**src/hw/rtl/pmf_pkg.sv**
```systemverilog
// ============================================================================
// pmf_pkg
// Shared widths, register indexes and types of the pattern mask filter.
// ============================================================================
package pmf_pkg;

    localparam int BYTE_W      = 8;
    localparam int PAT_W       = 64;
    localparam int LEN_CFG_W   = 4;
    localparam int CFG_DATA_W  = 64;
    localparam int CFG_IDX_W   = 1;
    localparam int MAX_PAT_DEF = 8;

    localparam logic [BYTE_W-1:0] STAR_CHAR = 8'd42;

    localparam logic [CFG_IDX_W-1:0] REG_PATTERN_BYTES = 1'b0;
    localparam logic [CFG_IDX_W-1:0] REG_PATTERN_LEN   = 1'b1;

    // per-cell control from the filter unit
    typedef struct packed {
        logic shift;
        logic set_star;
    } t_cell_ctl;

    // one result word
    typedef struct packed {
        logic [BYTE_W-1:0] out_byte;
        logic              out_last;
    } t_out_word;

endpackage

```
**src/hw/rtl/pmf_in_if.sv**
```systemverilog
// ============================================================================
// pmf_in_if
// Input byte channel: valid/ready handshake with text byte and end flag.
// ============================================================================
interface pmf_in_if;
    logic                      valid;
    logic                      ready;
    logic [pmf_pkg::BYTE_W-1:0] data_byte;
    logic                      end_of_text;

    modport source (output valid, output data_byte, output end_of_text, input ready);
    modport sink   (input valid, input data_byte, input end_of_text, output ready);
endinterface

```
**src/hw/rtl/pmf_out_if.sv**
```systemverilog
// ============================================================================
// pmf_out_if
// Output byte channel: valid/ready handshake with filtered byte and last flag.
// ============================================================================
interface pmf_out_if;
    logic                      valid;
    logic                      ready;
    logic [pmf_pkg::BYTE_W-1:0] out_byte;
    logic                      out_last;

    modport source (output valid, output out_byte, output out_last, input ready);
    modport sink   (input valid, input out_byte, input out_last, output ready);
endinterface

```
**src/hw/rtl/pmf_cell.sv**
```systemverilog
// ============================================================================
// pmf_cell
// One window slot: holds a byte and its star mark, takes its neighbor's slot
// on a shift and compares the shifted-in byte with its pattern byte.
// ============================================================================
module pmf_cell (
    input  logic                       i_clk,
    input  logic                       i_rst_n,
    input  pmf_pkg::t_cell_ctl         i_ctl,
    input  logic [pmf_pkg::BYTE_W-1:0] i_byte,
    input  logic                       i_star,
    input  logic [pmf_pkg::BYTE_W-1:0] i_pat,
    output logic [pmf_pkg::BYTE_W-1:0] o_byte,
    output logic                       o_star,
    output logic [pmf_pkg::BYTE_W-1:0] o_nx_byte,
    output logic                       o_nx_star,
    output logic                       o_match
);

    logic [pmf_pkg::BYTE_W-1:0] r_byte;
    logic                       r_star;
    logic [pmf_pkg::BYTE_W-1:0] w_sh_byte;
    logic                       w_sh_star;
    logic [pmf_pkg::BYTE_W-1:0] n_byte;
    logic                       n_star;

    // view of the slot after this cycle's shift, before starring
    assign w_sh_byte = i_ctl.shift ? i_byte : r_byte;
    assign w_sh_star = i_ctl.shift ? i_star : r_star;

    assign o_match = (w_sh_byte == i_pat) && !w_sh_star;

    assign n_byte = w_sh_byte;
    assign n_star = w_sh_star | i_ctl.set_star;

    always_ff @(posedge i_clk) begin
        r_byte <= n_byte;
        if (!i_rst_n) begin
            r_star <= 1'b0;
        end else begin
            r_star <= n_star;
        end
    end

    assign o_byte    = r_byte;
    assign o_star    = r_star;
    assign o_nx_byte = n_byte;
    assign o_nx_star = n_star;

endmodule

```
**src/hw/rtl/pmf_out_queue.sv**
```systemverilog
// ============================================================================
// pmf_out_queue
// Two-entry output queue that decouples the window from the output stall.
// ============================================================================
module pmf_out_queue (
    input  logic               i_clk,
    input  logic               i_rst_n,
    input  logic               i_push,
    input  pmf_pkg::t_out_word i_word,
    output logic               o_free,
    pmf_out_if.source          o_out
);

    pmf_pkg::t_out_word r_q [2];
    logic               r_head;
    logic [1:0]         r_cnt;
    logic               n_head;
    logic [1:0]         n_cnt;
    logic               w_pop;
    logic               w_wr_idx;

    assign w_pop    = o_out.valid && o_out.ready;
    assign w_wr_idx = r_head ^ r_cnt[0];
    assign o_free   = (r_cnt != 2'd2);

    always_comb begin
        n_head = r_head ^ w_pop;
        n_cnt  = r_cnt + {1'b0, i_push} - {1'b0, w_pop};
    end

    always_ff @(posedge i_clk) begin
        if (i_push) begin
            r_q[w_wr_idx] <= i_word;
        end
        if (!i_rst_n) begin
            r_head <= 1'b0;
            r_cnt  <= 2'd0;
        end else begin
            r_head <= n_head;
            r_cnt  <= n_cnt;
        end
    end

    assign o_out.valid    = (r_cnt != 2'd0);
    assign o_out.out_byte = r_q[r_head].out_byte;
    assign o_out.out_last = r_q[r_head].out_last;

endmodule

```
**src/hw/rtl/pattern_mask_filter_unit.sv**
```systemverilog
// ============================================================================
// pattern_mask_filter_unit
// Byte-stream censor: every leftmost, non-overlapping occurrence of the
// configured pattern is replaced by asterisks.
// ============================================================================
// Usage:
//   i_in carries text words (data_byte, end_of_text), o_out carries filtered
//   words (out_byte, out_last). Both are valid/ready channels.
//   The pattern (i_cfg_idx 0, eight bytes, byte 0 low) and its length
//   (i_cfg_idx 1, 1..MAX_PAT) are written through i_cfg_we while idle.
//   The window is a row of MAX_PAT cells; every accepted word shifts in at
//   the newest cell and all cells compare against the pattern in parallel.
//   Throughput: one word per cycle unless draining or the queue is full. A word
//   leaves once the window holds pattern length bytes, so output lags input by
//   pattern length minus one words; words then pass the two-entry output queue.
//   A word with end_of_text drains the window: one word per cycle while the
//   queue has room, until all it holds (up to MAX_PAT) is out; input is held
//   off meanwhile, and the final word carries out_last.
//   When o_out stalls the queue fills and input ready drops; nothing is lost.
//   Reset empties the window and queue; pattern resets to zero, length to 1.
// ============================================================================
module pattern_mask_filter_unit #(
    parameter int MAX_PAT = pmf_pkg::MAX_PAT_DEF
) (
    input  logic                           i_clk,
    input  logic                           i_rst_n,
    input  logic                           i_cfg_we,
    input  logic [pmf_pkg::CFG_IDX_W-1:0]  i_cfg_idx,
    input  logic [pmf_pkg::CFG_DATA_W-1:0] i_cfg_data,
    pmf_in_if.sink                         i_in,
    pmf_out_if.source                      o_out
);

    localparam int CNT_W = $clog2(MAX_PAT + 1);
    localparam int IDX_W = (MAX_PAT > 1) ? $clog2(MAX_PAT) : 1;
    localparam int BW    = pmf_pkg::BYTE_W;

    logic [pmf_pkg::PAT_W-1:0]     r_pat;
    logic [pmf_pkg::LEN_CFG_W-1:0] r_len;
    logic [CNT_W-1:0]              r_fill;
    logic [CNT_W-1:0]              n_fill;
    logic                          r_drain;
    logic                          n_drain;

    logic [pmf_pkg::LEN_CFG_W-1:0] w_len4;
    logic [CNT_W-1:0]              w_len;
    logic [CNT_W-1:0]              w_fn;
    logic                          w_accept;
    logic                          w_free;
    logic                          w_hit;
    logic                          w_emit_norm;
    logic                          w_emit_drain;
    logic                          w_push;
    logic [IDX_W-1:0]              w_idx;
    pmf_pkg::t_out_word            w_word;

    logic [MAX_PAT-1:0][BW-1:0]    w_cb;
    logic [MAX_PAT-1:0]            w_cs;
    logic [MAX_PAT-1:0][BW-1:0]    w_nb;
    logic [MAX_PAT-1:0]            w_ns;
    logic [MAX_PAT-1:0]            w_match;
    logic [MAX_PAT-1:0]            w_ok;

    // configuration registers
    always_ff @(posedge i_clk) begin
        if (!i_rst_n) begin
            r_pat <= '0;
            r_len <= pmf_pkg::LEN_CFG_W'(1);
        end else if (i_cfg_we) begin
            case (i_cfg_idx)
                pmf_pkg::REG_PATTERN_BYTES: r_pat <= i_cfg_data;
                pmf_pkg::REG_PATTERN_LEN:   r_len <= i_cfg_data[pmf_pkg::LEN_CFG_W-1:0];
                default: ;
            endcase
        end
    end

    // zero length acts as 1, oversize as MAX_PAT
    always_comb begin
        if (r_len == '0) begin
            w_len4 = pmf_pkg::LEN_CFG_W'(1);
        end else if (r_len > pmf_pkg::LEN_CFG_W'(MAX_PAT)) begin
            w_len4 = pmf_pkg::LEN_CFG_W'(MAX_PAT);
        end else begin
            w_len4 = r_len;
        end
    end
    assign w_len = CNT_W'(w_len4);

    assign i_in.ready = !r_drain && w_free;
    assign w_accept   = i_in.valid && i_in.ready;
    assign w_fn       = r_fill + CNT_W'(1);

    // cell 0 is the newest slot; it faces the last pattern byte
    genvar j;
    generate
        for (j = 0; j < MAX_PAT; j++) begin : g_cell
            logic [CNT_W-1:0]   w_pidx;
            logic [BW-1:0]      w_pat;
            logic [BW-1:0]      w_in_byte;
            logic               w_in_star;
            pmf_pkg::t_cell_ctl w_ctl;

            assign w_pidx = w_len - CNT_W'(j + 1);
            assign w_pat  = r_pat[w_pidx[IDX_W-1:0] * BW +: BW];

            if (j == 0) begin : g_head
                assign w_in_byte = i_in.data_byte;
                assign w_in_star = 1'b0;
            end else begin : g_link
                assign w_in_byte = w_cb[j-1];
                assign w_in_star = w_cs[j-1];
            end

            assign w_ok[j]        = (CNT_W'(j) >= w_len) || w_match[j];
            assign w_ctl.shift    = w_accept;
            assign w_ctl.set_star = w_hit && (CNT_W'(j) < w_len);

            pmf_cell u_cell (
                .i_clk     (i_clk),
                .i_rst_n   (i_rst_n),
                .i_ctl     (w_ctl),
                .i_byte    (w_in_byte),
                .i_star    (w_in_star),
                .i_pat     (w_pat),
                .o_byte    (w_cb[j]),
                .o_star    (w_cs[j]),
                .o_nx_byte (w_nb[j]),
                .o_nx_star (w_ns[j]),
                .o_match   (w_match[j])
            );
        end
    endgenerate

    assign w_hit        = w_accept && (w_fn >= w_len) && (&w_ok);
    assign w_emit_norm  = w_accept && !i_in.end_of_text && (w_fn >= w_len);
    assign w_emit_drain = r_drain && w_free;
    assign w_push       = w_emit_norm || w_emit_drain;

    // oldest slot sits at fill of the shifted view, or at fill-1 while draining
    assign w_idx = w_emit_norm ? r_fill[IDX_W-1:0] : IDX_W'(r_fill - CNT_W'(1));

    assign w_word.out_byte = w_ns[w_idx] ? pmf_pkg::STAR_CHAR : w_nb[w_idx];
    assign w_word.out_last = w_emit_drain && (r_fill == CNT_W'(1));

    always_comb begin
        n_fill  = r_fill;
        n_drain = r_drain;
        if (w_accept) begin
            if (i_in.end_of_text) begin
                n_fill  = w_fn;
                n_drain = 1'b1;
            end else if (w_fn < w_len) begin
                n_fill = w_fn;
            end
        end else if (w_emit_drain) begin
            n_fill = r_fill - CNT_W'(1);
            if (r_fill == CNT_W'(1)) begin
                n_drain = 1'b0;
            end
        end
    end

    always_ff @(posedge i_clk) begin
        if (!i_rst_n) begin
            r_fill  <= '0;
            r_drain <= 1'b0;
        end else begin
            r_fill  <= n_fill;
            r_drain <= n_drain;
        end
    end

    pmf_out_queue u_queue (
        .i_clk   (i_clk),
        .i_rst_n (i_rst_n),
        .i_push  (w_push),
        .i_word  (w_word),
        .o_free  (w_free),
        .o_out   (o_out)
    );

`ifndef ASSERT_OFF
    a_fill_bound: assert property (@(posedge i_clk) disable iff (!i_rst_n)
        !r_drain |-> (r_fill < CNT_W'(MAX_PAT)))
        else $error("window fill out of range while streaming");

    a_drain_nonempty: assert property (@(posedge i_clk) disable iff (!i_rst_n)
        r_drain |-> (r_fill != '0))
        else $error("drain with empty window");

    a_last_in_drain: assert property (@(posedge i_clk) disable iff (!i_rst_n)
        (w_push && w_word.out_last) |-> r_drain)
        else $error("last word outside drain");

    a_last_ends_drain: assert property (@(posedge i_clk) disable iff (!i_rst_n)
        (w_push && w_word.out_last) |=> (!r_drain && (r_fill == '0)))
        else $error("drain did not end after last word");

    a_hit_needs_accept: assert property (@(posedge i_clk) disable iff (!i_rst_n)
        w_hit |-> (w_fn >= w_len) && !r_drain)
        else $error("pattern hit without a full window");
`endif

endmodule

```
**src/flat_wrapper.sv**
```systemverilog
// flat-port wrapper written by rule: the top's interface ports become plain ports
module pattern_mask_filter_unit_flat 
#(
    parameter int MAX_PAT = pmf_pkg::MAX_PAT_DEF
)
  (i_clk, i_rst_n, i_cfg_we, i_cfg_idx, i_cfg_data, i_in_valid, i_in_data_byte, i_in_end_of_text, i_in_ready, o_out_valid, o_out_out_byte, o_out_out_last, o_out_ready);
  pmf_in_if i_in_i ();
  pmf_out_if o_out_i ();
  input  logic i_clk;
  input  logic i_rst_n;
  input  logic i_cfg_we;
  input  logic [pmf_pkg::CFG_IDX_W-1:0] i_cfg_idx;
  input  logic [pmf_pkg::CFG_DATA_W-1:0] i_cfg_data;
  input wire logic [$bits(i_in_i.valid)-1:0] i_in_valid;
  input wire logic [$bits(i_in_i.data_byte)-1:0] i_in_data_byte;
  input wire logic [$bits(i_in_i.end_of_text)-1:0] i_in_end_of_text;
  output wire logic [$bits(i_in_i.ready)-1:0] i_in_ready;
  output wire logic [$bits(o_out_i.valid)-1:0] o_out_valid;
  output wire logic [$bits(o_out_i.out_byte)-1:0] o_out_out_byte;
  output wire logic [$bits(o_out_i.out_last)-1:0] o_out_out_last;
  input wire logic [$bits(o_out_i.ready)-1:0] o_out_ready;
  assign i_in_i.valid = i_in_valid;
  assign i_in_i.data_byte = i_in_data_byte;
  assign i_in_i.end_of_text = i_in_end_of_text;
  assign i_in_ready = i_in_i.ready;
  assign o_out_valid = o_out_i.valid;
  assign o_out_out_byte = o_out_i.out_byte;
  assign o_out_out_last = o_out_i.out_last;
  assign o_out_i.ready = o_out_ready;
  pattern_mask_filter_unit #(.MAX_PAT(MAX_PAT)) u_core (.i_clk(i_clk), .i_rst_n(i_rst_n), .i_cfg_we(i_cfg_we), .i_cfg_idx(i_cfg_idx), .i_cfg_data(i_cfg_data), .i_in(i_in_i), .o_out(o_out_i));
endmodule
```
**config.mk**
```make
export PLATFORM = sky130hd
export DESIGN_NAME = pattern_mask_filter_unit_flat
export DESIGN_NICKNAME = d
export VERILOG_FILES = /design/src/hw/rtl/pmf_pkg.sv /design/src/hw/rtl/pmf_in_if.sv /design/src/hw/rtl/pmf_out_if.sv /design/src/hw/rtl/pmf_cell.sv /design/src/hw/rtl/pmf_out_queue.sv /design/src/hw/rtl/pattern_mask_filter_unit.sv /design/src/flat_wrapper.sv
export SDC_FILE = /design/constraint.sdc
export NUM_CORES = 1
export LEC_CHECK = 0
export ABC_AREA = 1
export BUFFER_PORTS_ARGS = -buffer_cell sky130_fd_sc_hd__buf_4
export CORE_AREA = 2 2 130 132
export DETAILED_ROUTE_END_ITERATION = 10
export DIE_AREA = 0 0 132 134
export PLACE_DENSITY = 0.89
export SLEW_MARGIN = 10
export SYNTH_ARGS = -nofsm -noshare
export SYNTH_HDL_FRONTEND = slang
export SYNTH_SLANG_ARGS = --single-unit
```
**constraint.sdc**
```tcl
create_clock -name i_clk -period 10.8 [get_ports i_clk]
set_clock_uncertainty 0.05 [all_clocks]
set_input_delay 2.16 -clock i_clk [delete_from_list [all_inputs] [get_ports i_clk]]
set_output_delay 2.16 -clock i_clk [all_outputs]
set_load 0.01 [all_outputs]
```
Word-level counts from Yosys, hierarchy flattened
Memory sizes are Yosys's and may differ from the RTL's. A register that Yosys moved wholly into a read port is not among the register bits.
Index checks and enable logic that the tools add are counted.
{ "totals": {"register_bits": 148, "out_inout_bits": 11, "memories": 1, "ramBits": 18} }
{ "op_classes": {"shifts": 8, "reduce_logical": 53, "mux": 35, "addsub": 12, "bitwise_logic": 11, "n_lt_le_gt_ge": 20, "n_eq_ne": 12} }
{ "memory_table": {"columns": ["memory", "depth", "word_bits", "rd", "rd_ports_with_merged_regs", "write_ports", "line", "source"], "rows": [
  ["u_core.u_queue.r_q", 2, 9, 1, 1, 1, "pmf_out_queue.sv:14", "pmf_pkg::t_out_word r_q [2];"]
]} }
{ "ops": {"columns": ["op", "n"], "rows": [
  ["variable part select 64 x 7 -> 8 bit", 8],
  ["two-way mux 8 bit", 10],
  ["equality test 8 bit", 8],
  ["logical AND 1 bit", 25],
  ["binary-select mux 8 bit (select 3 bit)", 1],
  ["two-way mux 4 bit", 6],
  [">= comparator 3 x 4 -> 1 bit (first input constant)", 4],
  ["less-than comparator 3 x 4 -> 1 bit (first input constant)", 4],
  ["two-way mux 1 bit", 16],
  ["subtractor 3 bit (second input constant)", 4],
  ["logical NOT 1 bit", 10],
  ["logical OR 1 bit", 9],
  [">= comparator 1 x 4 -> 1 bit (first input constant)", 2],
  [">= comparator 2 x 4 -> 1 bit (first input constant)", 2],
  ["less-than comparator 1 x 4 -> 1 bit (first input constant)", 2],
  ["less-than comparator 2 x 4 -> 1 bit (first input constant)", 2],
  ["OR 1 bit", 8],
  ["AND reduction 8 bit", 1],
  ["AND reduction 2 bit", 3],
  ["nonzero test 2 bit", 3],
  ["subtractor 3 x 1 -> 3 bit (second input constant)", 2],
  ["subtractor 3 x 2 -> 3 bit (second input constant)", 2],
  ["adder 4 x 1 -> 4 bit (second input constant)", 1],
  ["equality test 4 x 1 -> 1 bit (second input constant)", 1],
  ["15 further kinds", 17]
]} }

Depth between registers and ports, before layout
{ "logic_depth": {"depth_word": 15, "mapped_depth": 26} }

Modules after synthesis
Synthesis repeated with hierarchy kept, for this count alone.
{ "unflattened": {"cells_unflattened": 1911, "hier_area_um2": 11833.8} }
{ "by_module_without_submodules": {"columns": ["module", "instances", "seq_area_each_um2", "area_each_um2", "cells_per_inst"], "rows": [
  ["pattern_mask_filter_unit", 1, 1461.4, 6490.0, 1138],
  ["pmf_cell", 8, 180.2, 553.0, 89],
  ["pmf_out_queue", 1, 620.6, 919.6, 61]
]} }

Least setup slack after synthesis
No wires, ideal clock.
{ "synth_timing": {"path_type": "in2reg", "startpoint": "in i_in_valid", "endpoint": "mem u_core.u_queue.r_q[0][1] (netlist bit) (data pin)", "path_buffers": 2, "stages": 15, "arrival_ps": 3950, "setup_slack_ps": 6536, "setup_time_ps": 264, "required_ps": 10486, "cell_sequence": "nand2_2 -> buf_2 -> buf_2 -> mux2i_1 -> nand2_1 -> nor2_1 -> nand3_1 -> o21ai_1 -> nand2_1 -> nor2_4 -> nand3_1 -> nand3_1 -> nand3_1 -> nand3_2 -> a21oi_1"} }
{ "synth_lines": {"columns": ["element", "line", "source"], "rows": [
  ["start: declaration", "flat_wrapper.sv:14", "input wire logic [$bits(i_in_i.valid)-1:0] i_in_valid;"],
  ["end: declaration", "pmf_out_queue.sv:14", null]
]} }

==> results.json <==
{
  "status": "finished clean",
  "drtIter0Drc": 1677,
  "synth_most_common_cell": "nand2_1",
  "ctsHoldBuffers": 0,
  "synth_top_area_cell": "dfxtp_1",
  "synth_area_leaders": "dfxtp_1, nand2_1, nand3_1, o21ai_0, inv_1",
  "initial_core_util_pct": 65.2,
  "reg2reg_to": "u_core.u_queue.r_q[0][1]",
  "max_slew.worst_pin.slew_ps": 1060,
  "cts_tree": "done",
  "switchingPower_mw": 1.57,
  "numPortBuffers": 89,
  "clk_latency_ps": 440,
  "core-area_sq_mm": 0.0163,
  "avgRoutedWirePerCell_microns": 19.3,
  "max-cap-violations": 0,
  "synthesis.area_sq_mm": 0.0106,
  "grt_max_degree": 113,
  "crit_start": "u_core.r_len[3]",
  "synth_common_cells": "nand2_1, nand3_1, inv_1",
  "crit_type": "reg2reg",
  "drv_slew": 0,
  "cellPowerDensity_mw_per_mm2": 273,
  "arrival_ps": 5770,
  "rr_startpoint": "u_core.r_len[3]",
  "synth_cells": 1703,
  "detail_route.first_pass.iterations": 6,
  "area_delta_synth_final_pct": 11.2,
  "diodes": 0,
  "total_power_mw": 3.22,
  "power_frac_seq_pct": 28.6,
  "cts_setup_buffers": 0,
  "drc": 0,
  "yosys_warnings": 0,
  "hold_viol_final": 0,
  "hold_ws_ps": 426,
  "path_clk_slew_ps": 70,
  "cp_data_required_time_ps": 10910,
  "grt_pass1_vias": 10800,
  "die_x_microns": 132,
  "cts_inserted_buffers": 17,
  "gp_congestion": 1.09,
  "num_vias": 12000,
  "final.setup.tns_ps": 0,
  "worst_setup_path_end_kind": "flop",
  "min_to": "u_core.r_pat[5]",
  "io_pins": 90,
  "htreeDepth": 4,
  "synthFlopType": "dfxtp_1",
  "num-fill-cells": 1405,
  "grt_first_pass_wirelength_mm": 58.0,
  "p_comb_share_pct": 53.0,
  "clock-sinks": 167,
  "synth.yosys.seq_area_share_pct": 33.2,
  "ctsLongestPathBuffers": 2,
  "syn_avg_cell_area_sq_um": 6.24,
  "antenna_found_initial": 0,
  "viasPerCell": 6.11,
  "r2r_slack_ps": 5140,
  "yosys.cell_types.count": 44,
  "hold_class": "reg2reg",
  "setup_viol": 0,
  "switching_share_pct": 48.9,
  "ys_ff_latch": 167,
  "p_leak_nw": 5.62,
  "synth_nets": 1794,
  "fin_crit_sh_pct": 52.4,
  "dieArea_sq_mm": 0.0177,
  "globalRouteTotalUtil_pct": 42.5,
  "fp-row-count": 47,
  "period_needed_ps": 5660,
  "drive_above_1_share_pct": 9.85,
  "overflow": 0,
  "cts_root_buffer": "clkbuf_16",
  "fmax_mhz": 177,
  "holdPathStages": 2,
  "rsz0062_at_grt": "false",
  "yosysTopAreaCellShare_pct": 28.1,
  "crit_path_max_fanout": 82,
  "pwr-share-clk_pct": 18.4,
  "startpoint_type": "flop",
  "place_hpwl_mm": 28.3,
  "synthArstFlopShare_pct": 0,
  "cts_resized": 0,
  "reg2reg_depth": 20,
  "postRouteAntennaNets": 0,
  "synth_edf_count": 18,
  "min_from": "u_core.r_pat[5]",
  "max-vdd-ir-drop_mv": 0.197,
  "p_int_mw": 1.65,
  "relSlewSlack_pct": 29.1,
  "nets": 1825,
  "die_h_microns": 134,
  "wl_mm": 37.9
}
## layer usage
layer  part of all wire [%]  wire length (microns)  global-route usage (%)  vias up
met2                     43                  16100                    64.8      820
met5                      0                      0                       0        -
li1                       -                      -                       -     5658
met1                     39                  14600                    54.7     5364
met3                     12                   4730                    11.4      175
met4                    6.4                   2410                    24.3        0
## flip-flops by register name, summed over array words and instances (netlist names), named ones only
| name | flops |
|---|---|
| u_core.u_queue.r_head | 1 |
| u_core.g_cell.u_cell.o_star | 8 |
| u_core.r_len | 4 |
| u_core.g_cell.u_cell.o_byte | 64 |
| u_core.r_fill | 4 |
| u_core.r_pat | 64 |
| u_core.u_queue.r_cnt | 2 |
| u_core.u_queue.r_q | 18 |
| u_core.r_drain | 1 |
## area by class of cell
type	count	area, sq um	area share [%]
well taps	220	275	2.33
clock buffers	17	425	3.60
multi-input cells	1254	5980	50.6
flip-flops and latches	167	3520	29.8
repair buffers	97	728	6.16
clock inverters	15	144	1.22
inverters	197	742	6.28
## power groups by stage
| stage | registers, mW | clock network, mW | logic [mW] |
|---|---|---|---|
| global route | 0.935 | 0.611 | 1.85 |
| global placement | 0.923 | 0 | 1.60 |
| finish | 0.921 | 0.592 | 1.71 |
| CTS | 0.918 | 0.588 | 1.64 |
| floorplan | 0.901 | 0 | 1.13 |
| detailed placement | 0.931 | 0 | 1.62 |
## placed cells by master (no fill, tap or decap), types with 9 or more instances in the layout
cell | netlist | layout
ha_1 | 12 | 12
inv_2 | 11 | 11
inv_1 | 183 | 183
mux2_2 | 9 | 9
nor2_1 | 59 | 59
clkbuf_16 | 0 | 17
o211ai_1 | 10 | 10
o21ai_1 | 36 | 36
nand2_2 | 10 | 9
o21ai_0 | 159 | 159
dfxtp_1 | 149 | 149
edfxtp_1 | 18 | 18
nand3_1 | 291 | 291
nand3b_1 | 13 | 13
a21oi_1 | 110 | 110
buf_4 | 4 | 97
nand2_1 | 496 | 496
## per-stage QoR
stage,setup WS (ps),instance area [sq um],std cells,util [%]
after floorplan,6540,10600,1703,-
after global placement,5000,11200,1935,69.1
after detailed placement,5000,11200,1935,69.1
after CTS,5370,11800,1967,72.6
after global routing,4890,11800,1967,72.6
final,5140,11800,1967,72.6
## worst max-delay path by stage
stage,to,slack (ps)
final,u_core.u_queue.r_q[0][1],5140
after detailed placement,u_core.u_queue.r_q[0][1],5000
after floorplan,u_core.u_queue.r_q[0][1],6540
after global placement,u_core.u_queue.r_q[0][1],5000
after CTS,u_core.u_queue.r_q[0][1],5370
after global routing,u_core.u_queue.r_q[1][1],4890
## cell families (layout without fill, tap and decap cells)
logic type / Yosys count / count (layout) / share of synthesized area [%]
and+or+nand+nor: 881 / 881 / 35.8
AOI/OAI and AO/OA: 339 / 339 / 16.8
buffers and inverters: 282 / 326 / 10.6
DFF: 167 / 167 / 33.2
adders and majority gates: 12 / 12 / 1.41
muxes: 12 / 12 / 1.24
xor gates and xnor gates: 10 / 10 / 1.00
## critical path, stage by stage, from the launching register on
cell and delay, ps:
dfxtp_1 490, nor2_2 190, nand2_2 440, nand2_2 200, buf_4 690, ha_1 630, inv_1 620, nand3_1 280
nand3_1 130, nand2_1 140, xor2_1 180, nor2_1 130, nand3_1 80, nor2_1 100, nand2_1 100, nor2_4 210
nand3_1 120, nand3_1 100, nand3_1 130, nand3_2 210, a21oi_1 120
No activity file was read; power rests on OpenSTA's default activity.
